==> config.mk <==
export PLATFORM = sky130hd
export DESIGN_NAME = local_history_branch_predictor_core_flat
export DESIGN_NICKNAME = d
export VERILOG_FILES = /design/src/rtl/lhbp_pkg.sv /design/src/rtl/lhbp_if.sv /design/src/rtl/lhbp_ctrl.sv /design/src/rtl/lhbp_dp.sv /design/src/rtl/local_history_branch_predictor_core.sv /design/src/flat_wrapper.sv
export SDC_FILE = /design/constraint.sdc
export NUM_CORES = 1
export LEC_CHECK = 0
export BUFFER_PORTS_ARGS = -buffer_cell sky130_fd_sc_hd__buf_2
export CAP_MARGIN = 20
export CORE_ASPECT_RATIO = 1.5
export CORE_MARGIN = 2
export CORE_UTILIZATION = 40
export CTS_CLUSTER_SIZE = 25
export DETAILED_ROUTE_END_ITERATION = 6
export GPL_ROUTABILITY_DRIVEN = 0
export PLACE_DENSITY_LB_ADDON = 0.2
export SYNTH_ARGS = -nofsm -noshare
export SYNTH_HDL_FRONTEND = slang
export SYNTH_SLANG_ARGS = --single-unit
==> constraint.sdc <==
create_clock -name i_clk -period 6 [get_ports i_clk]
set_clock_uncertainty 0.05 [all_clocks]
set_input_delay 0.3 -clock i_clk [delete_from_list [all_inputs] [get_ports i_clk]]
set_output_delay 0.3 -clock i_clk [all_outputs]
set_load 0.02 [all_outputs]
==> src/rtl/lhbp_pkg.sv <==
// lhbp_pkg: types and fixed constants of the local history branch predictor
// used by lhbp_if, lhbp_ctrl, lhbp_dp and the top level
`default_nettype none

package lhbp_pkg;

    localparam int PC_W        = 16;
    localparam int CFG_W       = 5;
    localparam int HIST_W      = 3;
    localparam int CTR_W       = 3;
    localparam int NUM_CTRS    = 8;
    localparam int MISS_W      = 16;
    localparam int ENTRY_OUT_W = 4;

    localparam logic [CFG_W-1:0]  CFG_RESET     = 5'd1;
    localparam logic [CTR_W-1:0]  CTR_MAX       = 3'd7;
    localparam logic [CTR_W-1:0]  CTR_MIN       = 3'd0;
    localparam logic [CTR_W-1:0]  CTR_TAKEN_MIN = 3'd4;
    localparam logic [MISS_W-1:0] MISS_MAX      = 16'hFFFF;

    // remainder unit retires this many index bits per cycle
    localparam int DIV_BITS   = 4;
    localparam int DIV_CYCLES = PC_W / DIV_BITS;
    localparam int STEP_W     = $clog2(DIV_CYCLES);

    typedef struct packed {
        logic [MISS_W-1:0]                miss;
        logic [NUM_CTRS-1:0][CTR_W-1:0]   ctrs;
        logic [HIST_W-1:0]                hist;
    } t_entry;

    typedef struct packed {
        logic clr;
        logic load;
        logic div_step;
        logic rd;
        logic upd;
    } t_cmd;

    typedef struct packed {
        logic clr_last;
        logic div_last;
        logic out_free;
    } t_sts;

endpackage

`default_nettype wire

==> src/rtl/lhbp_if.sv <==
// lhbp_if: valid/ready channel interfaces for items, results and configuration
// depends on lhbp_pkg for field widths
`default_nettype none

interface lhbp_in_if;
    logic                           valid;
    logic                           ready;
    logic [lhbp_pkg::PC_W-1:0]      pc_index;
    logic                           taken;

    modport source (output valid, output pc_index, output taken, input ready);
    modport sink   (input valid, input pc_index, input taken, output ready);
endinterface

interface lhbp_out_if;
    logic                              valid;
    logic                              ready;
    logic [lhbp_pkg::ENTRY_OUT_W-1:0]  entry_used;
    logic                              predicted_taken;
    logic                              mispredicted;
    logic [lhbp_pkg::MISS_W-1:0]       entry_misses;

    modport source (output valid, output entry_used, output predicted_taken,
                    output mispredicted, output entry_misses, input ready);
    modport sink   (input valid, input entry_used, input predicted_taken,
                    input mispredicted, input entry_misses, output ready);
endinterface

interface lhbp_cfg_if;
    logic                           valid;
    logic                           ready;
    logic [lhbp_pkg::CFG_W-1:0]     entries_in_use;

    modport source (output valid, output entries_in_use, input ready);
    modport sink   (input valid, input entries_in_use, output ready);
endinterface

`default_nettype wire

==> src/rtl/lhbp_ctrl.sv <==
// lhbp_ctrl: sequencer of the predictor, clear pass, remainder, read, update
// depends on lhbp_pkg for the command and status structs
`default_nettype none

module lhbp_ctrl (
    input  wire                   i_clk,
    input  wire                   i_rst_n,
    input  wire                   i_in_valid,
    output logic                  o_in_ready,
    input  wire lhbp_pkg::t_sts   i_sts,
    output lhbp_pkg::t_cmd        o_cmd
);

    typedef enum logic [4:0] {
        S_CLEAR = 5'b00001,
        S_IDLE  = 5'b00010,
        S_DIV   = 5'b00100,
        S_READ  = 5'b01000,
        S_UPD   = 5'b10000
    } t_state;

    t_state r_state;
    t_state n_state;

    always_ff @(posedge i_clk) begin
        if (!i_rst_n) begin
            r_state <= S_CLEAR;
        end else begin
            r_state <= n_state;
        end
    end

    always_comb begin
        n_state    = r_state;
        o_cmd      = '0;
        o_in_ready = 1'b0;
        case (r_state)
            S_CLEAR: begin
                o_cmd.clr = 1'b1;
                if (i_sts.clr_last) n_state = S_IDLE;
            end
            S_IDLE: begin
                o_in_ready = 1'b1;
                if (i_in_valid) begin
                    o_cmd.load = 1'b1;
                    n_state    = S_DIV;
                end
            end
            S_DIV: begin
                o_cmd.div_step = 1'b1;
                if (i_sts.div_last) n_state = S_READ;
            end
            S_READ: begin
                o_cmd.rd = 1'b1;
                n_state  = S_UPD;
            end
            S_UPD: begin
                if (i_sts.out_free) begin
                    o_cmd.upd = 1'b1;
                    n_state   = S_IDLE;
                end
            end
            default: begin
                n_state = S_CLEAR;
            end
        endcase
    end

endmodule

`default_nettype wire

==> src/rtl/lhbp_dp.sv <==
// lhbp_dp: datapath with config register, remainder unit, entry memory, output register
// depends on lhbp_pkg for widths, constants and structs
`default_nettype none

module lhbp_dp #(
    parameter int NUM_ENTRIES = 16
) (
    input  wire                                i_clk,
    input  wire                                i_rst_n,
    input  wire lhbp_pkg::t_cmd                i_cmd,
    output lhbp_pkg::t_sts                     o_sts,
    input  wire                                i_cfg_we,
    input  wire [lhbp_pkg::CFG_W-1:0]          i_cfg_data,
    input  wire [lhbp_pkg::PC_W-1:0]           i_pc_index,
    input  wire                                i_taken,
    input  wire                                i_out_ready,
    output logic                               o_out_valid,
    output logic [lhbp_pkg::ENTRY_OUT_W-1:0]   o_entry_used,
    output logic                               o_predicted_taken,
    output logic                               o_mispredicted,
    output logic [lhbp_pkg::MISS_W-1:0]        o_entry_misses
);

    localparam int W_CNT = $clog2(NUM_ENTRIES + 1);
    localparam int W_IDX = (NUM_ENTRIES > 1) ? $clog2(NUM_ENTRIES) : 1;

    logic [lhbp_pkg::CFG_W-1:0]      r_cfg;
    logic [lhbp_pkg::PC_W-1:0]       r_pc;
    logic                            r_taken;
    logic [W_CNT-1:0]                r_div;
    logic [W_CNT-1:0]                r_rem;
    logic [lhbp_pkg::STEP_W-1:0]     r_step;
    logic [W_IDX-1:0]                r_clr_addr;
    lhbp_pkg::t_entry                r_rd;
    lhbp_pkg::t_entry                mem [NUM_ENTRIES];

    logic [W_CNT-1:0]                w_div;
    logic [W_CNT-1:0]                w_rem_nxt;
    logic [lhbp_pkg::PC_W-1:0]       w_pc_nxt;
    logic [W_IDX-1:0]                w_idx;
    logic [lhbp_pkg::CTR_W-1:0]      w_ctr;
    logic                            w_pred;
    logic                            w_miss;
    lhbp_pkg::t_entry                w_new;

    // active entry count, zero acts as one, clamp at the array size
    always_comb begin
        if (r_cfg == '0) begin
            w_div = W_CNT'(1);
        end else if (32'(r_cfg) > 32'(NUM_ENTRIES)) begin
            w_div = W_CNT'(NUM_ENTRIES);
        end else begin
            w_div = W_CNT'(r_cfg);
        end
    end

    // restoring remainder, msb first
    always_comb begin
        logic [W_CNT:0]              t;
        logic [lhbp_pkg::PC_W-1:0]   p;
        t = {1'b0, r_rem};
        p = r_pc;
        for (int k = 0; k < lhbp_pkg::DIV_BITS; k++) begin
            t = {t[W_CNT-1:0], p[lhbp_pkg::PC_W-1]};
            p = {p[lhbp_pkg::PC_W-2:0], 1'b0};
            if (t >= {1'b0, r_div}) t = t - {1'b0, r_div};
        end
        w_rem_nxt = t[W_CNT-1:0];
        w_pc_nxt  = p;
    end

    assign w_idx = r_rem[W_IDX-1:0];

    // prediction and entry update
    always_comb begin
        w_ctr  = r_rd.ctrs[r_rd.hist];
        w_pred = (w_ctr >= lhbp_pkg::CTR_TAKEN_MIN);
        w_miss = (w_pred != r_taken);
        w_new  = r_rd;
        if (w_miss && (r_rd.miss != lhbp_pkg::MISS_MAX)) begin
            w_new.miss = r_rd.miss + lhbp_pkg::MISS_W'(1);
        end
        if (r_taken) begin
            if (w_ctr != lhbp_pkg::CTR_MAX) begin
                w_new.ctrs[r_rd.hist] = w_ctr + lhbp_pkg::CTR_W'(1);
            end
        end else begin
            if (w_ctr != lhbp_pkg::CTR_MIN) begin
                w_new.ctrs[r_rd.hist] = w_ctr - lhbp_pkg::CTR_W'(1);
            end
        end
        w_new.hist = {r_rd.hist[lhbp_pkg::HIST_W-2:0], r_taken};
    end

    always_ff @(posedge i_clk) begin
        if (!i_rst_n) begin
            r_cfg <= lhbp_pkg::CFG_RESET;
        end else if (i_cfg_we) begin
            r_cfg <= i_cfg_data;
        end
    end

    always_ff @(posedge i_clk) begin
        if (!i_rst_n) begin
            r_step     <= '0;
            r_clr_addr <= '0;
        end else begin
            if (i_cmd.load) begin
                r_step <= '0;
            end else if (i_cmd.div_step) begin
                r_step <= r_step + lhbp_pkg::STEP_W'(1);
            end
            if (i_cmd.clr) r_clr_addr <= r_clr_addr + W_IDX'(1);
        end
    end

    always_ff @(posedge i_clk) begin
        if (i_cmd.load) begin
            r_pc    <= i_pc_index;
            r_taken <= i_taken;
            r_div   <= w_div;
            r_rem   <= '0;
        end else if (i_cmd.div_step) begin
            r_pc  <= w_pc_nxt;
            r_rem <= w_rem_nxt;
        end
    end

    // entry memory
    always_ff @(posedge i_clk) begin
        if (i_cmd.clr) begin
            mem[r_clr_addr] <= '0;
        end else if (i_cmd.upd) begin
            mem[w_idx] <= w_new;
        end
    end

    always_ff @(posedge i_clk) begin
        if (i_cmd.rd) r_rd <= mem[w_idx];
    end

    // output register
    always_ff @(posedge i_clk) begin
        if (!i_rst_n) begin
            o_out_valid <= 1'b0;
        end else if (i_cmd.upd) begin
            o_out_valid <= 1'b1;
        end else if (i_out_ready) begin
            o_out_valid <= 1'b0;
        end
    end

    always_ff @(posedge i_clk) begin
        if (i_cmd.upd) begin
            o_entry_used      <= lhbp_pkg::ENTRY_OUT_W'(w_idx);
            o_predicted_taken <= w_pred;
            o_mispredicted    <= w_miss;
            o_entry_misses    <= w_new.miss;
        end
    end

    assign o_sts.clr_last = (r_clr_addr == W_IDX'(NUM_ENTRIES - 1));
    assign o_sts.div_last = (r_step == lhbp_pkg::STEP_W'(lhbp_pkg::DIV_CYCLES - 1));
    assign o_sts.out_free = !o_out_valid || i_out_ready;

endmodule

`default_nettype wire

==> src/rtl/local_history_branch_predictor_core.sv <==
// local_history_branch_predictor_core: top level, joins lhbp_ctrl and lhbp_dp
// depends on lhbp_pkg and the channel interfaces in lhbp_if
//
//  channel  dir  handshake      payload
//  i_in     in   valid/ready    pc_index[15:0], taken
//  o_out    out  valid/ready    entry_used[3:0], predicted_taken, mispredicted,
//                               entry_misses[15:0]
//  i_cfg    in   valid/ready    entries_in_use[4:0], ready always high
//
// an item goes from accept through the remainder steps (4 index bits a cycle),
// entry read, update and write back
// after reset a clearing pass zeroes every entry of the entry memory,
// no item is accepted during it
// a result waits in the output register; the next item is accepted meanwhile and
// holds in its update cycle until the output register frees
`default_nettype none

module local_history_branch_predictor_core #(
    parameter int NUM_ENTRIES = 16
) (
    input  wire            i_clk,
    input  wire            i_rst_n,
    lhbp_in_if.sink        i_in,
    lhbp_cfg_if.sink       i_cfg,
    lhbp_out_if.source     o_out
);

    lhbp_pkg::t_cmd w_cmd;
    lhbp_pkg::t_sts w_sts;
    logic           w_in_ready;

    assign i_in.ready  = w_in_ready;
    assign i_cfg.ready = 1'b1;

    lhbp_ctrl u_ctrl (
        .i_clk      (i_clk),
        .i_rst_n    (i_rst_n),
        .i_in_valid (i_in.valid),
        .o_in_ready (w_in_ready),
        .i_sts      (w_sts),
        .o_cmd      (w_cmd)
    );

    lhbp_dp #(
        .NUM_ENTRIES (NUM_ENTRIES)
    ) u_dp (
        .i_clk             (i_clk),
        .i_rst_n           (i_rst_n),
        .i_cmd             (w_cmd),
        .o_sts             (w_sts),
        .i_cfg_we          (i_cfg.valid),
        .i_cfg_data        (i_cfg.entries_in_use),
        .i_pc_index        (i_in.pc_index),
        .i_taken           (i_in.taken),
        .i_out_ready       (o_out.ready),
        .o_out_valid       (o_out.valid),
        .o_entry_used      (o_out.entry_used),
        .o_predicted_taken (o_out.predicted_taken),
        .o_mispredicted    (o_out.mispredicted),
        .o_entry_misses    (o_out.entry_misses)
    );

`ifndef SYNTHESIS
    a_out_from_upd: assert property (@(posedge i_clk) disable iff (!i_rst_n)
        $rose(o_out.valid) |-> $past(w_cmd.upd))
        else $error("result appeared without an update");

    a_upd_when_free: assert property (@(posedge i_clk) disable iff (!i_rst_n)
        w_cmd.upd |-> w_sts.out_free)
        else $error("update while output register is occupied");

    a_one_item: assert property (@(posedge i_clk) disable iff (!i_rst_n)
        (i_in.valid && w_in_ready) |=> !w_in_ready)
        else $error("item accepted while previous item in flight");

    a_cmd_onehot: assert property (@(posedge i_clk) disable iff (!i_rst_n)
        $onehot0({w_cmd.clr, w_cmd.load, w_cmd.div_step, w_cmd.rd, w_cmd.upd}))
        else $error("conflicting datapath commands");
`endif

endmodule

`default_nettype wire

==> src/flat_wrapper.sv <==
// flat-port wrapper written by rule: the top's interface ports become plain ports
module local_history_branch_predictor_core_flat 
#(
    parameter int NUM_ENTRIES = 16
)
  (i_clk, i_rst_n, i_in_valid, i_in_pc_index, i_in_taken, i_in_ready, i_cfg_valid, i_cfg_entries_in_use, i_cfg_ready, o_out_valid, o_out_entry_used, o_out_predicted_taken, o_out_mispredicted, o_out_entry_misses, o_out_ready);
  lhbp_in_if i_in_i ();
  lhbp_cfg_if i_cfg_i ();
  lhbp_out_if o_out_i ();
  input  wire i_clk;
  input  wire i_rst_n;
  input wire logic [$bits(i_in_i.valid)-1:0] i_in_valid;
  input wire logic [$bits(i_in_i.pc_index)-1:0] i_in_pc_index;
  input wire logic [$bits(i_in_i.taken)-1:0] i_in_taken;
  output wire logic [$bits(i_in_i.ready)-1:0] i_in_ready;
  input wire logic [$bits(i_cfg_i.valid)-1:0] i_cfg_valid;
  input wire logic [$bits(i_cfg_i.entries_in_use)-1:0] i_cfg_entries_in_use;
  output wire logic [$bits(i_cfg_i.ready)-1:0] i_cfg_ready;
  output wire logic [$bits(o_out_i.valid)-1:0] o_out_valid;
  output wire logic [$bits(o_out_i.entry_used)-1:0] o_out_entry_used;
  output wire logic [$bits(o_out_i.predicted_taken)-1:0] o_out_predicted_taken;
  output wire logic [$bits(o_out_i.mispredicted)-1:0] o_out_mispredicted;
  output wire logic [$bits(o_out_i.entry_misses)-1:0] o_out_entry_misses;
  input wire logic [$bits(o_out_i.ready)-1:0] o_out_ready;
  assign i_in_i.valid = i_in_valid;
  assign i_in_i.pc_index = i_in_pc_index;
  assign i_in_i.taken = i_in_taken;
  assign i_in_ready = i_in_i.ready;
  assign i_cfg_i.valid = i_cfg_valid;
  assign i_cfg_i.entries_in_use = i_cfg_entries_in_use;
  assign i_cfg_ready = i_cfg_i.ready;
  assign o_out_valid = o_out_i.valid;
  assign o_out_entry_used = o_out_i.entry_used;
  assign o_out_predicted_taken = o_out_i.predicted_taken;
  assign o_out_mispredicted = o_out_i.mispredicted;
  assign o_out_entry_misses = o_out_i.entry_misses;
  assign o_out_i.ready = o_out_ready;
  local_history_branch_predictor_core #(.NUM_ENTRIES(NUM_ENTRIES)) u_core (.i_clk(i_clk), .i_rst_n(i_rst_n), .i_in(i_in_i), .i_cfg(i_cfg_i), .o_out(o_out_i));
endmodule
-- Word level (Yosys, flattened, before mapping)
Memories as Yosys holds them, arrays and structs flattened. A register that Yosys moved wholly into a read port is not among the register bits.
Index checks and enable logic that the tools add are counted.
- output and inout bits: 25
- bits in writable memories: 688
- register bits after elaboration: 66
- input port bits: 27
- memories: 1
- logic and storage cells: 99
- magnitude comparators: 8
- reduce and logical (&&, ||, !) cells: 12
- $add $sub $neg: 9
- muxes and demuxes: 40
- eq/ne operators: 14
- bitwise gates (word level): 1
- memory list (name ; depth ; bits a word ; rd ports ; clocked after memory_dff ; write ports ; RTL line ; source):
    u_core.u_dp.mem ; 16 ; 43 ; 1 ; 1 ; 1 ; lhbp_dp.sv:35 ; lhbp_pkg::t_entry mem [NUM_ENTRIES];
- operators by type and width (cell ; count):
    24-bit two-way mux ; 3
    24-bit bitwise mux ; 2
    16-bit two-way mux ; 3
    5-bit two-way mux ; 9
    43-bit two-way mux ; 1
    43-bit OR reduction ; 1
    5-bit case mux with 5 select lines ; 1
    6-bit by 5-bit greater-or-equal comparator with 1-bit output ; 4
    5-bit subtractor ; 4
    16-bit by 1-bit adder with 16-bit output (second input constant) ; 1
    1-bit two-way mux ; 16
    16-bit inequality test (second input constant) ; 1
    3-bit binary-select mux with 3-bit select ; 1
    3-bit demux with 3-bit select ; 1
    2-bit inequality test (second input constant) ; 4
    3-bit two-way mux ; 2
    5-bit by 1-bit == test with 1-bit output (second input constant) ; 1
    5-bit by 2-bit == test with 1-bit output (second input constant) ; 1
    5-bit by 3-bit == test with 1-bit output (second input constant) ; 1
    5-bit by 4-bit == test with 1-bit output (second input constant) ; 1
    5-bit == test (second input constant) ; 1
    5-bit > comparator (second input constant) ; 1
    5-bit logical NOT ; 1
    4-bit by 1-bit adder with 4-bit output (second input constant) ; 1
    19 further kinds ; 22

-- Longest topological paths before layout
- depth after elaboration: 9
- gate-level depth with buffers: 31
- mapped depth without buffers: 30

-- Cells and area by module
Synthesis repeated with hierarchy kept, for this count alone.
- cell total of the unflattened synthesis: 1579
- area total of the unflattened synthesis: 32446.1 um^2
- by module, submodules not included (module ; area an instance (um^2) ; cells an instance ; seq. area each (um^2) ; instances):
    lhbp_dp ; 32079.5 ; 1537 ; 23612.6 ; 1
    lhbp_ctrl ; 355.3 ; 40 ; 100.1 ; 1
    local_history_branch_predictor_core ; 11.3 ; 2 ; 0.0 ; 1

-- Worst setup path before layout
No wires, ideal clock.
- path kind: reg-to-reg
- start point: register u_core.u_dp.r_div[1]
- end point: register u_core.u_dp.r_rem[0]
- data arrival time: 6.475 ns
- buffers on the path: 1
- data required time: 5.833 ns
- clock period less this slack: 6.642 ns
- library setup time: 0.117 ns
- stages on the path, launching flop included: 29
- slack: -0.642 ns
- path through: edfxtp_1 -> inv_1 -> fa_1 -> a21oi_1 -> o221ai_4 -> clkbuf_8 -> o21ai_0 -> inv_1 -> ha_1 -> and4_2 -> o21a_1 -> a2111oi_4 -> mux2_2 -> inv_1 -> ha_1 -> a41o_1 -> o22a_2 -> a211o_1 -> mux2i_2 -> mux2i_1 -> fa_1 -> a21oi_1 -> nor2b_1 -> o21ai_0 -> nand2b_1 -> a21oi_1 -> o2111ai_4 -> mux2i_1 -> a22o_1
- word-level cells in the longest chain between the ends: 8
- elaborated cells between the ends (all ways): 11
- those cells by class: 3 x add/sub; 4 x order compare; 4 x mux
- ends and longest elaborated chain (what ; RTL line ; source):
    start, declared ; lhbp_dp.sv:30 ; logic [W_CNT-1:0] r_div;
    start signal, assigned ; lhbp_dp.sv:121 ; r_div <= w_div;
    5-bit subtractor / 6-bit by 5-bit greater-or-equal comparator with 1-bit output (equally long branches) ; lhbp_dp.sv:66 ; if (t >= {1'b0, r_div}) t = t - {1'b0, r_div};
    5-bit two-way mux ; lhbp_dp.sv:66 ;
    5-bit subtractor / 6-bit by 5-bit greater-or-equal comparator with 1-bit output (equally long branches) ; lhbp_dp.sv:66 ;
    5-bit two-way mux ; lhbp_dp.sv:66 ;
    5-bit subtractor / 6-bit by 5-bit greater-or-equal comparator with 1-bit output (equally long branches) ; lhbp_dp.sv:66 ;
    5-bit two-way mux ; lhbp_dp.sv:66 ;
    6-bit by 5-bit greater-or-equal comparator with 1-bit output (*) ; lhbp_dp.sv:66 ;
    5-bit two-way mux (*) ; lhbp_dp.sv:66 ;
    end signal, assigned ; lhbp_dp.sv:125 ; r_rem <= w_rem_nxt;
    end, declared ; lhbp_dp.sv:31 ; logic [W_CNT-1:0] r_rem;
Every way passes the cells marked *; elsewhere a longest branch is shown, timed or not.
A chain may end at the register's enable or synchronous reset.

-- Worst setup path after layout
- start point: register u_core.u_dp.r_pc[15] (netlist name)
- end point: register u_core.u_dp.r_rem[0]
- word-level cells in the longest chain between the ends: 8
- elaborated cells between the ends (all ways): 11
- those cells by class: 3 x add/sub; 4 x order compare; 4 x mux
- ends and longest elaborated chain (what ; RTL line ; source):
    start, declared ; lhbp_dp.sv:28 ; logic [lhbp_pkg::PC_W-1:0] r_pc;
    start signal, assigned ; lhbp_dp.sv:119 ; r_pc <= i_pc_index;
    start signal, assigned ; lhbp_dp.sv:124 ; r_pc <= w_pc_nxt;
    5-bit subtractor / 6-bit by 5-bit greater-or-equal comparator with 1-bit output (equally long branches) ; lhbp_dp.sv:66 ;
    5-bit two-way mux (*) ; lhbp_dp.sv:66 ;
    5-bit subtractor / 6-bit by 5-bit greater-or-equal comparator with 1-bit output (equally long branches) ; lhbp_dp.sv:66 ;
    5-bit two-way mux (*) ; lhbp_dp.sv:66 ;
    5-bit subtractor / 6-bit by 5-bit greater-or-equal comparator with 1-bit output (equally long branches) ; lhbp_dp.sv:66 ;
    5-bit two-way mux (*) ; lhbp_dp.sv:66 ;
    6-bit by 5-bit greater-or-equal comparator with 1-bit output (*) ; lhbp_dp.sv:66 ;
    5-bit two-way mux (*) ; lhbp_dp.sv:66 ;
Marks and branches as above.

==> flow_results.xml <==
<?xml version="1.0" encoding="UTF-8"?>
<metrics>
  <group name="run_status">
    <metric name="status" unit="">complete, but fails checks</metric>
    <metric name="failed_checks" unit="">negative setup slack</metric>
  </group>
  <group name="clocking">
    <metric name="clockRootBuffer" unit="">clkbuf_16</metric>
    <metric name="tritoncts.num_buffers" unit="">74</metric>
    <metric name="clk_path_buf_depth" unit="">3</metric>
    <metric name="sinks_on_clock_net" unit="">797</metric>
    <metric name="worstSkewPairLatency" unit="ps">630</metric>
    <metric name="clock_tree_from_tritoncts" unit="">done</metric>
    <metric name="clkTransAtPathRegs" unit="ps">70</metric>
    <metric name="htree_num_levels" unit="">3</metric>
  </group>
  <group name="setup_path">
    <metric name="critical_path_depth" unit="">28</metric>
    <metric name="timing.reg2reg.worst_path_depth" unit="">28</metric>
    <metric name="critPathCaptureType" unit="">flip-flop</metric>
    <metric name="timing.setup.critical_path_class" unit="">flip-flop to flip-flop</metric>
    <metric name="worst-endpoint-required" unit="ps">6470</metric>
    <metric name="worst_path_max_delay_cell" unit="">edfxtp_1</metric>
    <metric name="critPathArrivalTime" unit="ps">6600</metric>
    <metric name="cpLargestDelayFamily" unit="">compound AO/OA/AOI/OAI gates</metric>
    <metric name="setup.worst_path.start_class" unit="">flip-flop</metric>
    <metric name="path_max_fanout" unit="">5</metric>
    <metric name="cp_slowest_stage_delay" unit="ps">410</metric>
    <metric name="cp_num_buf_inv" unit="">3</metric>
  </group>
  <group name="floorplanning">
    <metric name="initial_utilization" unit="%">40.37</metric>
    <metric name="fp-row-count" unit="">127</metric>
    <metric name="core_footprint" unit="sq mm">0.07993</metric>
    <metric name="io-pin-count" unit="">52</metric>
    <metric name="die_height" unit="um">351.8</metric>
    <metric name="fp.dieArea" unit="sq mm">0.08300</metric>
    <metric name="die_w" unit="um">235.9</metric>
  </group>
  <group name="synthesis">
    <metric name="post_synth_instance_area" unit="sq mm">0.03227</metric>
    <metric name="yosysUniqueCellTypes" unit="">60</metric>
    <metric name="ys_dominant_reg_cell" unit="">edfxtp_1</metric>
    <metric name="share_of_the_synthesized_area_in_the_top_cell_type" unit="%">72.13</metric>
    <metric name="synth-seq-area-share" unit="%">73.49</metric>
    <metric name="yosys.area.top_type" unit="">edfxtp_1</metric>
    <metric name="async_reset_ff_share" unit="%">0</metric>
    <metric name="synth_seq_cells" unit="">797</metric>
    <metric name="postSynthNetCount" unit="">1675</metric>
    <metric name="gate_count_of_the_mapped_netlist" unit="">1615</metric>
    <metric name="ys_top_cells_by_area" unit="">edfxtp_1 (72%), mux4_2 (15%), dfxtp_1 (1.4%), ha_1 (1.1%), nor2_1 (1.0%)</metric>
    <metric name="synthesis_warnings" unit="">0</metric>
    <metric name="synth_enable_flop_cells" unit="">775</metric>
    <metric name="avg_synthesized_cell_area" unit="sq um">19.98</metric>
  </group>
  <group name="global_route">
    <metric name="grt.overflow.total" unit="">0</metric>
    <metric name="grt_pass1_vias" unit="">16842</metric>
    <metric name="globalRouteTotalUtil" unit="%">18.19</metric>
    <metric name="grt_max_degree" unit="">68</metric>
    <metric name="grt_pass1_wl" unit="um">110200</metric>
    <metric name="number_of_antenna_violations_at_the_first_check_in_global_routing" unit="">0</metric>
  </group>
  <group name="drt">
    <metric name="antenna_violating_nets_post_route" unit="">0</metric>
    <metric name="drtIter0Drc" unit="">1124</metric>
    <metric name="drtPass1Iterations" unit="">5</metric>
    <metric name="postRouteWirelength" unit="um">73970</metric>
    <metric name="routedWlPerCell" unit="um">25.85</metric>
    <metric name="via_count" unit="">15690</metric>
    <metric name="vias_per_cell" unit="">5.482</metric>
    <metric name="detail_route.drc_violations" unit="">0</metric>
  </group>
  <group name="sta">
    <metric name="hold_violations" unit="">0</metric>
    <metric name="max_slew.worst_pin.slew" unit="ps">1110</metric>
    <metric name="slew_viol_final" unit="">0</metric>
    <metric name="final_period_minus_worst_setup_slack" unit="ps">6130</metric>
    <metric name="worst_slack" unit="ps">-129.9</metric>
    <metric name="rsz_0062_raised_after_global_routing" unit="">yes</metric>
    <metric name="min_period_over_period" unit="%">102.2</metric>
    <metric name="timing.slew.headroom" unit="%">25.97</metric>
    <metric name="achievable-frequency" unit="MHz">163.1</metric>
    <metric name="tns" unit="ps">-410.9</metric>
    <metric name="final-setup-viol-count" unit="">5</metric>
  </group>
  <group name="cells_and_area">
    <metric name="antenna_cell_count" unit="">0</metric>
    <metric name="sequential_cell_area" unit="sq mm">0.02372</metric>
    <metric name="layout-area-overhead-vs-synth" unit="%">15.18</metric>
    <metric name="nets" unit="">1837</metric>
    <metric name="stdcell_count" unit="">2862</metric>
    <metric name="final_layout_size_suffix_gt1_share" unit="%">28.69</metric>
    <metric name="fillerInstances" unit="">6617</metric>
    <metric name="multi_input_comb_area" unit="sq mm">0.008373</metric>
  </group>
  <group name="placement">
    <metric name="port_buffers" unit="">50</metric>
    <metric name="hpwl" unit="um">40080</metric>
    <metric name="dp.cells" unit="">2693</metric>
  </group>
  <group name="power_and_ir_drop">
    <metric name="peakVddDrop" unit="mV">0.4287</metric>
    <metric name="cellPowerDensity" unit="mW/mm^2">420.2</metric>
    <metric name="report.power.total" unit="W">0.01562</metric>
    <metric name="cellLeakagePower" unit="nW">12.35</metric>
  </group>
  <group name="flow_run">
    <metric name="cap_violations" unit="">0</metric>
  </group>
  <group name="min_path">
    <metric name="worst_min_path_class" unit="">input pin to flip-flop</metric>
    <metric name="hold-path-cell-count" unit="">3</metric>
  </group>
</metrics>
-- metal layers --
metal | track usage (%) | vias to the layer above | part of all wire, %
li1 | - | 6898 | -
met1 | 21.84 | 8389 | 40
met2 | 34.12 | 306 | 55
met3 | 2.520 | 97 | 3.6
met4 | 5.018 | 0 | 1.9
met5 | 0 | - | 0
-- path summary, 6_finish.rpt --
kind	startpoint	endpoint	slack [ps]
max reg2reg	u_core.u_dp.r_pc[15]$_DFFE_PP_	u_core.u_dp.r_rem[0]$_SDFFE_PP0P_	-130
min	i_cfg_valid	u_core.u_dp.r_cfg[3]$_SDFFE_PN0P_	40
max	u_core.u_dp.r_pc[15]$_DFFE_PP_	u_core.u_dp.r_rem[0]$_SDFFE_PP0P_	-130
min reg2reg	u_core.u_dp.r_rem[4]$_SDFFE_PP0P_	u_core.u_dp.r_rem[4]$_SDFFE_PP0P_	430
-- worst reg2reg max path: cells and delay by family (launching register included) --
kind	cells	cell delay (ps)
muxes	5	1430
DFF	1	410
and+or+nand+nor	3	340
AOI/OAI and AO/OA	12	2350
buffers and inverters	3	190
adders and majority gates	5	1260
-- cells in the mapped netlist (7+ instances only) --
| cell type | n |
|---|---|
| nand2_1 | 71 |
| and3_1 | 10 |
| o21ai_0 | 10 |
| nor2_1 | 88 |
| inv_1 | 35 |
| ha_1 | 29 |
| clkbuf_1 | 49 |
| dfxtp_1 | 22 |
| and2_1 | 25 |
| nor2b_1 | 7 |
| nand3_1 | 13 |
| xor2_1 | 9 |
| mux2i_1 | 30 |
| mux2_2 | 21 |
| edfxtp_1 | 775 |
| mux4_2 | 215 |
| buf_1 | 22 |
| xnor2_1 | 24 |
| a211oi_1 | 14 |
| nor3_1 | 21 |
| a21oi_1 | 40 |
| nand2b_1 | 8 |
-- metrics by stage --
step / util, % / hold slack, ps / setup WS [ps] / instance area [sq um]
4_1_cts: 46.45 / 12.22 / -98.45 / 37120
3_5_place_dp: 42.96 / 418.6 / -189.3 / 34340
3_3_place_gp: 42.87 / 397.2 / -54.75 / 34270
6_report: 46.50 / 36.01 / -129.9 / 37160
5_1_grt: 46.50 / 56.23 / -429.4 / 37160
2_1_floorplan: - / 348.9 / -80.30 / 32350
-- kinds of logic (layout without fill, tap and decap cells) --
| kind of cell | Yosys count | after routing | synth area share (%) |
|---|---|---|---|
| flip-flops | 797 | 797 | 73.49 |
| AND/OR/NAND/NOR | 268 | 268 | 3.909 |
| multiplexers | 267 | 267 | 16.71 |
| buffers and inverters | 111 | 326 | 1.346 |
| AO/OA/AOI/OAI | 105 | 105 | 2.261 |
| adder cells (fa/ha/maj) | 33 | 33 | 1.373 |
| XOR/XNOR | 33 | 33 | 0.8958 |
| other | 1 | 1 | 0.01162 |
-- placed cells by master, fill, tap and decap left out, drive strengths merged, types with 4 or more instances in the layout --
cell         synthesis  routed
a21o                 6       6
mux4               215     215
bufinv               0       8
nand4                6       6
and2                25      25
nand3               13      13
nor3                21      21
fa                   4       4
xor2                 9       9
edfxtp             775     775
nor2b                7       7
and3                10      10
nor2                89      89
o22ai                4       4
buf                 26     129
mux2i               31      31
o21ai               12      12
inv                 35      37
a31oi                6       6
a211oi              14      14
a21oi               40      40
ha                  29      29
nand2               71      71
clkbuf              50      89
xnor2               24      24
mux2                21      21
nand2b               8       8
clkinv               0      29
dfxtp               22      22
dlygate4sd3          0      33
-- area by class of cell --
| cell class | instances | share of cell area, % |
|---|---|---|
| clock buffers | 89 | 5.306 |
| clock inverters | 40 | 1.148 |
| inverters | 35 | 0.3602 |
| multi-input cells | 707 | 22.53 |
| flip-flops and latches | 797 | 63.84 |
| well taps | 1032 | 3.474 |
| repair buffers | 162 | 3.346 |
-- registers in the layout, indices dropped and copies added, names as in the netlist --
name,count
u_core.u_dp.mem,688
u_core.u_dp.r_rd,43
u_core.u_dp.o_entry_misses,16
u_core.u_dp.r_pc,16
u_core.u_ctrl.r_state,5
u_core.u_dp.r_cfg,5
u_core.u_dp.r_div,5
u_core.u_dp.r_rem,5
u_core.u_dp.o_entry_used,4
u_core.u_dp.r_clr_addr,4
u_core.u_dp.r_step,2
u_core.u_dp.o_mispredicted,1
u_core.u_dp.o_out_valid,1
u_core.u_dp.o_predicted_taken,1
u_core.u_dp.r_taken,1
-- report_power, final --
part,switching [W],internal [W],leakage [nW]
registers,0.000118,0.00671,7.53
clock network,0.00203,0.00269,1.18
logic,0.00219,0.00188,3.64
total,0.00434,0.0113,12.4
-- what timing repair did --
item                       in CTS  in global routing
hold endpoints to repair       26                  0
resized for setup               2                  6
setup endpoints to repair       5                  5
gates cloned                    0                  0
setup buffers                   6                  1
hold buffers                   33                  0
pin swaps                       2                  0
Power figures use the tool's default switching activity.
